`src/hsvb_pkg.sv`:
```
// Package for the dual camera HSV balance loop: widths, codes and the
// command, status and configuration structs. Depends on nothing.
package hsvb_pkg;

    localparam int AVG_W     = 9;
    localparam int DELTA_W   = 10;
    localparam int LVL_W     = 7;
    localparam int CNT_W     = 7;
    localparam int THR_W     = 8;
    localparam int DIV_STEPS = 9;
    localparam int DIV_CNT_W = $clog2(DIV_STEPS + 1);

    localparam logic [LVL_W-1:0] LEVEL_RESET = 7'd50;

    // Channel codes.
    localparam logic [1:0] CH_HUE = 2'd0;
    localparam logic [1:0] CH_SAT = 2'd1;
    localparam logic [1:0] CH_VAL = 2'd2;

    // Register indexes on the configuration port.
    localparam logic [1:0] REG_AUTO   = 2'd0;
    localparam logic [1:0] REG_THR    = 2'd1;
    localparam logic [1:0] REG_RELOAD = 2'd2;

    typedef struct packed {
        logic             auto_en;
        logic [THR_W-1:0] thr;
        logic [CNT_W-1:0] reload;
    } t_hsvb_cfg;

    typedef struct packed {
        logic       load_in;
        logic       delta;
        logic       dec;
        logic       div_start;
        logic       step;
        logic       out_load;
        logic [1:0] ch;
    } t_hsvb_cmd;

    typedef struct packed {
        logic cnt_gt1;
        logic div_done;
    } t_hsvb_sts;

endpackage

```
`src/hsvb_div.sv`:
```
// Restoring divider for the decay scaling: one quotient bit per cycle.
// Depends on hsvb_pkg.
module hsvb_div (
    input  logic                           i_clk,
    input  logic                           i_rst_n,
    input  logic                           i_start,
    input  logic [hsvb_pkg::AVG_W-1:0]     i_dividend,
    input  logic [hsvb_pkg::CNT_W-1:0]     i_divisor,
    output logic                           o_done,
    output logic [hsvb_pkg::AVG_W-1:0]     o_quotient
);
    import hsvb_pkg::*;

    logic                 r_busy;
    logic                 r_done;
    logic [DIV_CNT_W-1:0] r_cnt;
    logic [CNT_W-1:0]     r_rem;
    logic [CNT_W-1:0]     r_dsr;
    logic [AVG_W-1:0]     r_quo;
    logic [CNT_W:0]       shifted;
    logic                 fits;

    // Trial subtraction of the divisor from the shifted remainder.
    always_comb begin
        shifted = {r_rem, r_quo[AVG_W-1]};
        fits    = shifted >= {1'b0, r_dsr};
    end

    // Iteration control.
    always_ff @(posedge i_clk) begin
        if (!i_rst_n) begin
            r_busy <= 1'b0;
            r_done <= 1'b0;
            r_cnt  <= '0;
        end else begin
            r_done <= r_busy && (r_cnt == DIV_CNT_W'(1));
            if (i_start) begin
                r_busy <= 1'b1;
                r_cnt  <= DIV_CNT_W'(DIV_STEPS);
            end else if (r_busy) begin
                r_cnt <= r_cnt - DIV_CNT_W'(1);
                if (r_cnt == DIV_CNT_W'(1)) begin
                    r_busy <= 1'b0;
                end
            end
        end
    end

    // Remainder and quotient shift.
    always_ff @(posedge i_clk) begin
        if (i_start) begin
            r_rem <= '0;
            r_dsr <= i_divisor;
            r_quo <= i_dividend;
        end else if (r_busy) begin
            r_rem <= fits ? CNT_W'(shifted - {1'b0, r_dsr}) : shifted[CNT_W-1:0];
            r_quo <= {r_quo[AVG_W-2:0], fits};
        end
    end

    assign o_done     = r_done;
    assign o_quotient = r_quo;

endmodule

```
`src/hsvb_dp.sv`:
```
// Datapath of the HSV balance loop: averages, deltas, decay counters,
// camera levels and the result registers. Depends on hsvb_pkg, hsvb_div.
module hsvb_dp #(
    parameter int LEVEL_MAX = 100
) (
    input  logic                               i_clk,
    input  logic                               i_rst_n,
    input  hsvb_pkg::t_hsvb_cmd                i_cmd,
    input  hsvb_pkg::t_hsvb_cfg                i_cfg,
    output hsvb_pkg::t_hsvb_sts                o_sts,
    input  logic                               i_source_is_master,
    input  logic [8:0]                         i_hue_average,
    input  logic [7:0]                         i_sat_average,
    input  logic [7:0]                         i_val_average,
    output logic signed [9:0]                  o_hue_delta,
    output logic signed [8:0]                  o_sat_delta,
    output logic signed [8:0]                  o_val_delta,
    output logic [6:0]                         o_slave_hue,
    output logic [6:0]                         o_slave_sat,
    output logic [6:0]                         o_slave_bright,
    output logic [6:0]                         o_master_hue,
    output logic [6:0]                         o_master_sat,
    output logic [4:0]                         o_changed_mask
);
    import hsvb_pkg::*;

    localparam logic signed [LVL_W+1:0] LMAX_S = (LVL_W+2)'(LEVEL_MAX);

    logic        [AVG_W-1:0]   r_mavg [3];
    logic        [AVG_W-1:0]   r_savg [3];
    logic        [CNT_W-1:0]   r_cnt  [3];
    logic        [LVL_W-1:0]   r_slv  [3];
    logic        [LVL_W-1:0]   r_mst  [2];
    logic signed [DELTA_W-1:0] r_raw  [3];
    logic        [AVG_W-1:0]   r_mag;
    logic                      r_neg;
    logic        [4:0]         r_mask;

    logic signed [DELTA_W-1:0] cur_raw;
    logic        [AVG_W-1:0]   cur_abs;
    logic        [CNT_W-1:0]   cur_cnt;
    logic                      div_done;
    logic        [AVG_W-1:0]   div_quo;
    logic        [LVL_W-1:0]   s_old;
    logic        [LVL_W-1:0]   m_old;
    logic signed [LVL_W+1:0]   s_raw;
    logic signed [LVL_W+1:0]   m_raw;
    logic        [LVL_W-1:0]   s_new;
    logic        [LVL_W-1:0]   m_new;
    logic                      at_limit;
    logic                      step_en;
    logic                      s_chg;
    logic                      m_chg;

    // Clamp a stepped level into 0..LEVEL_MAX.
    function automatic logic [LVL_W-1:0] clamp_lvl(input logic signed [LVL_W+1:0] v);
        logic [LVL_W-1:0] res;
        if (v < 0) begin
            res = '0;
        end else if (v > LMAX_S) begin
            res = LMAX_S[LVL_W-1:0];
        end else begin
            res = v[LVL_W-1:0];
        end
        return res;
    endfunction

    // Values of the channel being worked on.
    always_comb begin
        cur_raw = r_raw[i_cmd.ch];
        cur_abs = cur_raw[DELTA_W-1] ? AVG_W'(-cur_raw) : cur_raw[AVG_W-1:0];
        cur_cnt = r_cnt[i_cmd.ch];
        o_sts.cnt_gt1  = cur_cnt > CNT_W'(1);
        o_sts.div_done = div_done;
    end

    hsvb_div u_div (
        .i_clk      (i_clk),
        .i_rst_n    (i_rst_n),
        .i_start    (i_cmd.div_start),
        .i_dividend (cur_abs),
        .i_divisor  (cur_cnt - CNT_W'(1)),
        .o_done     (div_done),
        .o_quotient (div_quo)
    );

    // Level step: the slave moves toward the master, or the master moves
    // the other way when the slave hue or saturation has hit a limit.
    always_comb begin
        s_old    = r_slv[i_cmd.ch];
        m_old    = r_mst[i_cmd.ch[0]];
        s_raw    = r_neg ? $signed({2'b00, s_old}) - 9'sd1 : $signed({2'b00, s_old}) + 9'sd1;
        m_raw    = r_neg ? $signed({2'b00, m_old}) + 9'sd1 : $signed({2'b00, m_old}) - 9'sd1;
        s_new    = clamp_lvl(s_raw);
        m_new    = clamp_lvl(m_raw);
        at_limit = (i_cmd.ch != CH_VAL) && ((s_raw > LMAX_S) || (s_raw < 0));
        step_en  = i_cfg.auto_en && (r_mag > {1'b0, i_cfg.thr});
        s_chg    = !at_limit && (s_new != s_old);
        m_chg    = at_limit && (m_new != m_old);
    end

    // Stored averages and deltas.
    always_ff @(posedge i_clk) begin
        if (!i_rst_n) begin
            for (int i = 0; i < 3; i++) begin
                r_mavg[i] <= '0;
                r_savg[i] <= '0;
            end
        end else if (i_cmd.load_in) begin
            if (i_source_is_master) begin
                r_mavg[0] <= i_hue_average;
                r_mavg[1] <= {1'b0, i_sat_average};
                r_mavg[2] <= {1'b0, i_val_average};
            end else begin
                r_savg[0] <= i_hue_average;
                r_savg[1] <= {1'b0, i_sat_average};
                r_savg[2] <= {1'b0, i_val_average};
            end
        end
    end

    always_ff @(posedge i_clk) begin
        if (i_cmd.delta) begin
            for (int i = 0; i < 3; i++) begin
                r_raw[i] <= $signed({1'b0, r_mavg[i]}) - $signed({1'b0, r_savg[i]});
            end
        end
    end

    // Scaled magnitude: the plain delta, replaced by the quotient when the
    // decay counter is still running.
    always_ff @(posedge i_clk) begin
        if (i_cmd.dec) begin
            r_mag <= cur_abs;
            r_neg <= cur_raw[DELTA_W-1];
        end else if (div_done) begin
            r_mag <= div_quo;
        end
    end

    // Decay counters, levels and the change mask.
    always_ff @(posedge i_clk) begin
        if (!i_rst_n) begin
            for (int i = 0; i < 3; i++) begin
                r_cnt[i] <= '0;
                r_slv[i] <= LEVEL_RESET;
            end
            r_mst[0] <= LEVEL_RESET;
            r_mst[1] <= LEVEL_RESET;
            r_mask   <= '0;
        end else begin
            if (i_cmd.load_in) begin
                r_mask <= '0;
            end
            if (i_cmd.dec && (cur_cnt != '0)) begin
                r_cnt[i_cmd.ch] <= cur_cnt - CNT_W'(1);
            end
            if (i_cmd.step && step_en) begin
                r_slv[i_cmd.ch] <= s_new;
                if (at_limit) begin
                    r_mst[i_cmd.ch[0]] <= m_new;
                end
                if (s_chg || m_chg) begin
                    r_cnt[i_cmd.ch] <= i_cfg.reload;
                end
                if (s_chg) begin
                    r_mask[{1'b0, i_cmd.ch}] <= 1'b1;
                end
                if (m_chg) begin
                    r_mask[3'd3 + {2'b00, i_cmd.ch[0]}] <= 1'b1;
                end
            end
        end
    end

    // Result word registers.
    always_ff @(posedge i_clk) begin
        if (i_cmd.out_load) begin
            o_hue_delta    <= r_raw[0];
            o_sat_delta    <= r_raw[1][8:0];
            o_val_delta    <= r_raw[2][8:0];
            o_slave_hue    <= r_slv[0];
            o_slave_sat    <= r_slv[1];
            o_slave_bright <= r_slv[2];
            o_master_hue   <= r_mst[0];
            o_master_sat   <= r_mst[1];
            o_changed_mask <= r_mask;
        end
    end

endmodule

```
`src/hsvb_ctrl.sv`:
```
// Controller of the HSV balance loop: sequences one word through delta,
// per-channel decay, divide and step, then hands it out. Depends on hsvb_pkg.
module hsvb_ctrl (
    input  logic                i_clk,
    input  logic                i_rst_n,
    input  logic                i_valid,
    output logic                o_stall,
    output logic                o_valid,
    input  logic                i_stall,
    input  hsvb_pkg::t_hsvb_sts i_sts,
    output hsvb_pkg::t_hsvb_cmd o_cmd
);
    import hsvb_pkg::*;

    localparam logic [2:0] S_IDLE  = 3'd0;
    localparam logic [2:0] S_DELTA = 3'd1;
    localparam logic [2:0] S_DEC   = 3'd2;
    localparam logic [2:0] S_DIV   = 3'd3;
    localparam logic [2:0] S_STEP  = 3'd4;
    localparam logic [2:0] S_DONE  = 3'd5;

    logic [2:0] r_state;
    logic [2:0] n_state;
    logic [1:0] r_ch;
    logic [1:0] n_ch;
    logic       r_valid;
    logic       n_valid;
    logic       accept;
    logic       out_free;

    assign accept   = i_valid && (r_state == S_IDLE);
    assign out_free = !r_valid || !i_stall;

    // Next state and commands.
    always_comb begin
        n_state         = r_state;
        n_ch            = r_ch;
        o_cmd           = '0;
        o_cmd.ch        = r_ch;
        o_cmd.load_in   = accept;
        case (r_state)
            S_IDLE: begin
                if (accept) begin
                    n_state = S_DELTA;
                    n_ch    = CH_HUE;
                end
            end
            S_DELTA: begin
                o_cmd.delta = 1'b1;
                n_state     = S_DEC;
            end
            S_DEC: begin
                o_cmd.dec = 1'b1;
                if (i_sts.cnt_gt1) begin
                    o_cmd.div_start = 1'b1;
                    n_state         = S_DIV;
                end else begin
                    n_state = S_STEP;
                end
            end
            S_DIV: begin
                if (i_sts.div_done) begin
                    n_state = S_STEP;
                end
            end
            S_STEP: begin
                o_cmd.step = 1'b1;
                if (r_ch == CH_VAL) begin
                    n_state = S_DONE;
                end else begin
                    n_ch    = r_ch + 2'd1;
                    n_state = S_DEC;
                end
            end
            S_DONE: begin
                if (out_free) begin
                    o_cmd.out_load = 1'b1;
                    n_state        = S_IDLE;
                end
            end
            default: begin
                n_state = S_IDLE;
            end
        endcase
    end

    // Output valid: set on load, cleared when the word is taken.
    always_comb begin
        n_valid = r_valid;
        if (o_cmd.out_load) begin
            n_valid = 1'b1;
        end else if (r_valid && !i_stall) begin
            n_valid = 1'b0;
        end
    end

    always_ff @(posedge i_clk) begin
        if (!i_rst_n) begin
            r_state <= S_IDLE;
            r_ch    <= CH_HUE;
            r_valid <= 1'b0;
        end else begin
            r_state <= n_state;
            r_ch    <= n_ch;
            r_valid <= n_valid;
        end
    end

    assign o_stall = (r_state != S_IDLE);
    assign o_valid = r_valid;

endmodule

```
`src/dual_camera_hsv_balance_loop_top.sv`:
```
// Flow: an accepted word goes through a delta state, then per channel a decay
// state, the 9-step divider when its decay counter needs it, and a step state,
// and is then loaded out. One word is in work at a time: no new word is taken
// until the last one is loaded, and all channels use the shared divider. The result register lets a word wait.
// Reset (synchronous, active low): averages and decay counters to zero, all
// levels to fifty, auto off, threshold 15, decay reload 1.
module dual_camera_hsv_balance_loop_top #(
    parameter int LEVEL_MAX = 100
) (
    input  logic               i_clk,
    input  logic               i_rst_n,
    input  logic               psel,
    input  logic               penable,
    input  logic               pwrite,
    input  logic [3:0]         paddr,
    input  logic [31:0]        pwdata,
    output logic [31:0]        prdata,
    output logic               pready,
    input  logic               i_valid,
    output logic               o_stall,
    input  logic               i_source_is_master,
    input  logic [8:0]         i_hue_average,
    input  logic [7:0]         i_sat_average,
    input  logic [7:0]         i_val_average,
    output logic               o_valid,
    input  logic               i_stall,
    output logic signed [9:0]  o_hue_delta,
    output logic signed [8:0]  o_sat_delta,
    output logic signed [8:0]  o_val_delta,
    output logic [6:0]         o_slave_hue,
    output logic [6:0]         o_slave_sat,
    output logic [6:0]         o_slave_bright,
    output logic [6:0]         o_master_hue,
    output logic [6:0]         o_master_sat,
    output logic [4:0]         o_changed_mask
);
    import hsvb_pkg::*;

    logic             r_auto;
    logic [THR_W-1:0] r_thr;
    logic [CNT_W-1:0] r_reload;
    logic [1:0]       reg_idx;
    logic             wr_en;
    t_hsvb_cfg        cfg;
    t_hsvb_cmd        cmd;
    t_hsvb_sts        sts;

    assign reg_idx = paddr[3:2];
    assign wr_en   = psel && penable && pwrite;
    assign pready  = 1'b1;

    // Configuration registers.
    always_ff @(posedge i_clk) begin
        if (!i_rst_n) begin
            r_auto   <= 1'b0;
            r_thr    <= 8'd15;
            r_reload <= 7'd1;
        end else if (wr_en) begin
            case (reg_idx)
                REG_AUTO:   r_auto   <= pwdata[0];
                REG_THR:    r_thr    <= pwdata[THR_W-1:0];
                REG_RELOAD: r_reload <= pwdata[CNT_W-1:0];
                default: begin
                end
            endcase
        end
    end

    // Register read back.
    always_comb begin
        case (reg_idx)
            REG_AUTO:   prdata = {31'd0, r_auto};
            REG_THR:    prdata = {24'd0, r_thr};
            REG_RELOAD: prdata = {25'd0, r_reload};
            default:    prdata = '0;
        endcase
    end

    assign cfg.auto_en = r_auto;
    assign cfg.thr     = r_thr;
    assign cfg.reload  = r_reload;

    hsvb_ctrl u_ctrl (
        .i_clk   (i_clk),
        .i_rst_n (i_rst_n),
        .i_valid (i_valid),
        .o_stall (o_stall),
        .o_valid (o_valid),
        .i_stall (i_stall),
        .i_sts   (sts),
        .o_cmd   (cmd)
    );

    hsvb_dp #(
        .LEVEL_MAX (LEVEL_MAX)
    ) u_dp (
        .i_clk              (i_clk),
        .i_rst_n            (i_rst_n),
        .i_cmd              (cmd),
        .i_cfg              (cfg),
        .o_sts              (sts),
        .i_source_is_master (i_source_is_master),
        .i_hue_average      (i_hue_average),
        .i_sat_average      (i_sat_average),
        .i_val_average      (i_val_average),
        .o_hue_delta        (o_hue_delta),
        .o_sat_delta        (o_sat_delta),
        .o_val_delta        (o_val_delta),
        .o_slave_hue        (o_slave_hue),
        .o_slave_sat        (o_slave_sat),
        .o_slave_bright     (o_slave_bright),
        .o_master_hue       (o_master_hue),
        .o_master_sat       (o_master_sat),
        .o_changed_mask     (o_changed_mask)
    );

endmodule

```
`config.mk`:
```
export PLATFORM = sky130hd
export DESIGN_NAME = dual_camera_hsv_balance_loop_top
export DESIGN_NICKNAME = d
export VERILOG_FILES = /design/src/hsvb_pkg.sv /design/src/hsvb_div.sv /design/src/hsvb_dp.sv /design/src/hsvb_ctrl.sv /design/src/dual_camera_hsv_balance_loop_top.sv
export SDC_FILE = /design/constraint.sdc
export NUM_CORES = 1
export LEC_CHECK = 0
export ABC_AREA = 1
export BUFFER_PORTS_ARGS = -buffer_cell sky130_fd_sc_hd__buf_2
export CORE_UTILIZATION = 27
export CTS_BUF_LIST = sky130_fd_sc_hd__clkbuf_16
export CTS_CLUSTER_DIAMETER = 60
export DETAILED_ROUTE_END_ITERATION = 6
export GPL_TIMING_DRIVEN = 0
export HOLD_SLACK_MARGIN = 0.06
export PLACE_DENSITY_LB_ADDON = 0.12
export SLEW_MARGIN = 20
export SYNTH_ARGS = -nofsm -noshare
export SYNTH_HDL_FRONTEND = slang
export SYNTH_SLANG_ARGS = --single-unit
```
`constraint.sdc`:
```
create_clock -name i_clk -period 5.5 [get_ports i_clk]
set_input_delay 1.375 -clock i_clk [delete_from_list [all_inputs] [get_ports i_clk]]
set_output_delay 1.375 -clock i_clk [all_outputs]
set_load 0.01 [all_outputs]
```
==> impl_metrics.py, run 1 <==
metrics = {
    "placement": {
        "place_ws_ns": 1.59,
        "dp_hpwl_um": 27000,
        "routabilityCongestion": 0.834,
        "portBuffers": 120,
        "dp_cells": 2234,
    },
    "cts": {
        "cts_root_buf": "clkbuf_16",
        "cts-resized-gates": 0,
        "cts_hold_buf": 0,
        "numClockSinks": 287,
        "cts.htree.levels": 2,
        "cts_tree": "yes",
        "numCtsBuffers": 39,
        "cts.path.max_buffers": 3,
        "postCtsSetupBuffers": 0,
        "clk_latency_ns": 0.56,
        "clk_pin_slew_ns": 0.06,
    },
    "timing": {
        "period_share": 0.669,
        "slew_violations": 0,
        "worst_slew_pin_slew_ns": 0.869,
        "slew-limit-headroom": 0.418,
        "finClkSkew_ns": 0.0207,
        "fmax_ghz": 0.272,
        "hold_violations": 0,
        "period_minus_slack_ns": 3.68,
        "setup_violations": 0,
        "rsz0062_at_grt": "no",
        "final.setup.worst_slack_ns": 1.82,
    },
    "critical_path": {
        "critPathArrivalTime_ns": 3.85,
        "cp_max_fo": 10,
        "startpoint_type": "flop",
        "cp-end-kind": "flop",
        "crit_type": "flop to flop",
        "crit_required_ns": 5.67,
    },
    "yosys": {
        "syn_area_per_cell_um2": 9.97,
        "synth-edff-count": 244,
        "synth_seq_cells": 287,
        "synth_warnings": 0,
        "netlist_area_um2": 14000,
        "yosysUniqueCellTypes": 50,
        "synth_cells": 1403,
        "ys.flop_type": "edfxtp_1",
        "async_reset_ff_frac": 0,
        "yosysSeqAreaShare": 0.586,
    },
    "global_route": {
        "grt_max_degree": 24,
        "grt_pass1_vias": 9825,
        "antenna_found_initial": 2,
        "grtUsageTotal": 0.138,
        "grt-ovfl-total": 0,
        "grt_pass1_wl_um": 55400,
    },
    "floorplan": {
        "die_w_um": 230,
        "die_area_um2": 52700,
        "core_area_um2": 51200,
        "die_h_um": 230,
        "initial_core_util": 0.273,
        "rows": 83,
        "pin_count": 172,
    },
    "drt": {
        "totalWireLength_um": 36000,
        "first_iter_violations": 497,
        "drc": 0,
        "via_per_inst": 4.29,
        "ant_nets": 0,
        "vias": 9901,
        "wl_per_cell_um": 15.6,
        "drtPass1Iterations": 5,
    },
    "pwr": {
        "power.density_nw_per_um2": 451,
        "ir_drop_v": 0.000219,
        "p_leak_uw": 0.00726,
    },
    "run": {
        "cap_violations": 0,
    },
    "min_path": {
        "min_path_type": "flop to flop",
    },
    "final_layout": {
        "nets": 1722,
        "area_growth_pct": 21.3,
        "drive_gt1_frac": 0.179,
        "instances_no_fill": 2307,
    },
    "outcome": {
        "status": "finished clean",
    },
}
[worst paths after layout]
| path | end | cells past startpoint | startpoint | slack, ns |
|---|---|---|---|---|
| worst max-delay path | u_dp.r_cnt[3][5] | 18 | flop | 1.82 |
| worst min-delay path | u_dp.o_changed_mask[3] | 0 | u_dp.r_mask[3] | 0.43 |
| worst max register to register | u_dp.r_cnt[3][5] | 18 | flop | 1.82 |
| worst min register to register | u_dp.o_changed_mask[3] | 0 | u_dp.r_mask[3] | 0.43 |
[cell families after synthesis]
kind of cell    count (synthesis)  share of synthesized area
flops                         287                      0.586
compound gates                179                     0.0728
fa+ha+maj                      58                     0.0540
other cells                     2                   0.000537
xor+xnor                       39                     0.0244
simple gates                  569                      0.180
buf+inv                       269                     0.0824
[cells in the mapped netlist, types with 2 or more instances]
master	count	area, um^2
nand2_1	272	1020
edfxtp_1	244	7330
inv_1	201	754
nor2_1	153	574
a21oi_1	70	350
nand3_1	64	320
o21ai_0	64	320
ha_1	54	676
dfxtp_1	43	861
buf_4	29	218
xor2_1	29	254
nand2_2	19	119
clkbuf_1	16	60.1
nand4_1	15	93.8
inv_2	10	37.5
nor3_1	10	50.1
xnor2_1	10	87.6
nor2_2	9	56.3
o211ai_1	8	60.1
buf_2	7	35.0
o22ai_1	7	43.8
nand2_4	6	67.6
a211oi_1	5	37.5
nand3_2	5	50.1
a32o_1	4	40.0
fa_1	4	80.1
nand3_4	4	70.1
o21bai_1	4	30.0
a32oi_1	3	26.3
buf_6	3	33.8
nand3b_1	3	22.5
o21ai_1	3	15.0
or2_2	3	18.8
a21o_1	2	15.0
a31oi_1	2	12.5
conb_1	2	7.51
nor3_2	2	20.0
o21a_1	2	15.0
[critical path: stages (launching register included)]
cell and delay [ns]:
dfxtp_1 0.36, buf_4 0.20, nand2_1 0.06, nand3_1 0.09, nand2_2 0.12, inv_2 0.10, ha_1 0.13, inv_1 0.05
o21ai_0 0.20, xor2_1 0.24, o21bai_1 0.14, nand3_1 0.16, nand2_4 0.12, nand3_4 0.11, nand2_4 0.14, inv_2 0.07
nand3_4 0.14, nand3_4 0.16, a21oi_1 0.71
[layout by cell type, fill, tap and decap left out, types with 29 or more instances in the layout]
cell type	count
edfxtp_1	244
clkbuf_16	39
nor2_1	153
ha_1	54
buf_2	127
inv_1	206
xor2_1	29
dfxtp_1	43
nand3_1	64
a21oi_1	69
buf_4	31
o21ai_0	62
nand2_1	272
[report_power, final]
| group | internal, uW | total (uW) | switching [uW] |
|---|---|---|---|
| Combinational | 728 | 2280 | 1550 |
| Sequential | 2800 | 2940 | 141 |
| Clock | 1440 | 2440 | 995 |
[state kept, by name (all words and copies together), names as in the netlist, 10 cells and up, named ones only]
name         count
o_hue_delta     10
u_dp.r_cnt      28
u_dp.r_mavg     25
u_dp.r_mst      14
u_dp.r_raw      30
u_dp.r_savg     25
u_dp.r_slv      28
[per-layer routing]
metal | GRT usage | share of wire
met1 | 0.171 | 0.44
met2 | 0.235 | 0.48
met3 | 0.0266 | 0.045
met4 | 0.0523 | 0.026
met5 | 0 | 0.00039
[layout make-up]
class,count,area (um^2)
clock inverters,33,258
repair buffers,128,764
well taps,680,851
multi-input cells,870,4770
fillers,5306,34200
flip-flops and latches,287,8190
diodes,1,2.50
clock buffers,39,976
plain buffers,56,350
inverters,213,802
[per-stage QoR]
stage | cell area (um^2) | TNS (ns) | utilization | power, uW | hold WS [ns]
global placement | 15500 | -133.79 | 0.303 | 5250 | 0.422
global route | 17000 | 0 | 0.331 | 8180 | 0.440
finish | 17000 | 0 | 0.331 | 7650 | 0.433
CTS | 17000 | 0 | 0.331 | 7790 | 0.433
floorplan | 14100 | 0 | - | 4570 | 0.409
detailed placement | 15700 | 0 | 0.307 | 5290 | 0.419
No activity file was read; power rests on OpenSTA's default activity.
==> run 2: changes to the inputs <==
==> constraint.sdc (replaced) <==
create_clock -name i_clk -period 3.85 [get_ports i_clk]
set_input_delay 0.9625 -clock i_clk [delete_from_list [all_inputs] [get_ports i_clk]]
set_output_delay 0.9625 -clock i_clk [all_outputs]
set_load 0.01 [all_outputs]
==> run 2 against run 1 <==
Register-to-register slack got worse by 1.5 ns. Via count down 0.18%. Setup slack got worse by 1.5 ns. Wire length down 1.1%. Largest power group unchanged.
==> impl_metrics.py, run 2 (same netlist as run 1, synthesis figures left out) <==
metrics = {
    "timing": {
        "setup_violations": 0,
        "tns_ns": 0,
        "worst_slew_pin_slew_ns": 0.898,
        "slew_violations": 0,
        "hold_violations": 0,
        "period_share": 0.913,
        "worst_hold_slack_ns": 0.443,
        "finClkSkew_ns": 0.0279,
        "fmax_ghz": 0.284,
        "period_minus_slack_ns": 3.52,
        "slew-limit-headroom": 0.399,
        "rsz0062_at_grt": "no",
    },
    "drt": {
        "via_per_inst": 4.29,
        "totalWireLength_um": 35600,
        "first_iter_violations": 498,
        "drtPass1Iterations": 6,
        "vias": 9883,
        "drc": 0,
        "ant_nets": 0,
        "wl_per_cell_um": 15.4,
    },
    "cts": {
        "cts.path.max_buffers": 3,
        "clk_latency_ns": 0.56,
        "cts_hold_buf": 0,
        "cts.htree.levels": 2,
        "cts-resized-gates": 0,
        "numCtsBuffers": 39,
        "postCtsSetupBuffers": 0,
        "numClockSinks": 287,
        "cts_root_buf": "clkbuf_16",
        "cts_tree": "yes",
        "clk_pin_slew_ns": 0.06,
    },
    "min_path": {
        "min_to": "u_dp.o_changed_mask[3]",
        "min_delay_path_depth": 0,
        "min_path_type": "flop to flop",
        "hold_start": "u_dp.r_mask[3]",
    },
    "critical_path": {
        "cp-end-kind": "flop",
        "slowest_delay_ns": 0.39,
        "r2r_start": "u_dp.r_mag[5]",
        "crit_buf_inv": 4,
        "crit_top_cell": "inv_1",
        "timing.rr.end": "u_dp.r_mst[1][4]",
        "r2r_setup_slack_ns": 0.33,
        "worst-path-stages": 13,
        "crit_required_ns": 4.06,
        "path_delay_family": "simple AND/OR/NAND/NOR gates",
        "cp_max_fo": 10,
        "critPathArrivalTime_ns": 3.72,
        "reg2reg_depth": 13,
        "slowest_stage": "edfxtp_1",
        "crit_type": "flop to flop",
        "startpoint_type": "flop",
        "path_cells": "ha_1 -> inv_1 -> nor3_1 -> nand3b_1 -> o2111ai_1 -> nand4_1 -> nor2_4 -> inv_1 -> nor2_1 -> inv_1 -> nor2_1 -> inv_1 -> nand2_1",
    },
    "final_layout": {
        "largestRegisters": "u_dp.r_raw (30), u_dp.r_cnt (28), u_dp.r_slv (28)",
        "antennaDiodeCount": 0,
        "largest_reg_flops": 30,
        "final_core_util": 0.331,
        "area_growth_pct": 21.3,
        "instances_no_fill": 2305,
        "layout_commonest_cell": "nand2_1",
        "drive_gt1_frac": 0.178,
        "top_register": "u_dp.r_raw",
        "fin_area_um2": 17000,
        "layout_common_cells": "nand2_1, edfxtp_1, inv_1, nor2_1, buf_2",
        "nets": 1722,
    },
    "run": {
        "cap_violations": 0,
    },
    "placement": {
        "routabilityCongestion": 0.851,
        "place_area_um2": 15700,
        "portBuffers": 120,
        "dp_hpwl_um": 26800,
        "dp_cells": 2234,
    },
    "floorplan": {
        "die_w_um": 230,
        "die_area_um2": 52700,
        "rows": 83,
        "pin_count": 172,
        "initial_core_util": 0.273,
        "core_area_um2": 51200,
        "die_h_um": 230,
    },
    "pwr": {
        "seqPwrFrac": 0.386,
        "p_leak_uw": 0.00727,
        "pwr-share-comb": 0.301,
        "ir_drop_v": 0.000275,
        "intPower_uw": 7030,
        "power_switching_uw": 3820,
        "switching_share": 0.352,
        "clkPwrFrac": 0.313,
        "power.density_nw_per_um2": 640,
    },
    "global_route": {
        "grt_max_degree": 26,
        "grt-ovfl-total": 0,
        "grt_pass1_vias": 9923,
        "grt_pass1_wl_um": 55200,
        "antenna_found_initial": 3,
        "grtUsageTotal": 0.137,
    },
    "outcome": {
        "status": "finished clean",
    },
}
-- run 2: power by group through the flow --
stage / combinational (uW) / sequential [uW] / clock [uW]
2_1_floorplan: 2340 / 4180 / 0
3_3_place_gp: 3230 / 4290 / 0
3_5_place_dp: 3300 / 4260 / 0
4_1_cts: 3320 / 4200 / 3530
5_1_grt: 3750 / 4240 / 3640
6_report: 3260 / 4190 / 3400
-- run 2: area by class of cell --
class / count / area (um^2)
Buffer: 56 / 350
Clock buffer: 39 / 976
Clock inverter: 32 / 245
Fill cell: 5304 / 34200
Inverter: 213 / 802
Multi-Input combinational cell: 870 / 4780
Sequential cell: 287 / 8190
Tap cell: 680 / 851
Timing Repair Buffer: 128 / 764
-- run 2: per-stage QoR --
stage,power (uW),setup slack [ns]
after floorplan,6530,0.544
after global placement,7510,-1.28
after detailed placement,7570,0.127
after CTS,11100,0.107
after global routing,11600,0.00548
final,10900,0.334
-- run 2: metal layers --
| layer | track usage | share of wire |
|---|---|---|
| met5 | 0 | 0.00031 |
| met4 | 0.0569 | 0.031 |
| met3 | 0.0248 | 0.046 |
| met2 | 0.228 | 0.47 |
| met1 | 0.174 | 0.45 |
-- run 2: worst max-delay path by stage --
stage,slack (ns),start,endpoint
finish,0.33,u_dp.r_mag[5],u_dp.r_mst[1][4]
global route,0.005,flop,u_dp.r_cnt[1][5]
CTS,0.11,u_dp.r_mag[5],u_dp.r_mst[1][4]
detailed placement,0.13,r_thr[6],u_dp.r_mst[1][3]
global placement,-1.28,i_valid,u_dp.r_savg[0][14]
floorplan,0.54,i_valid,u_dp.r_mavg[0][0]
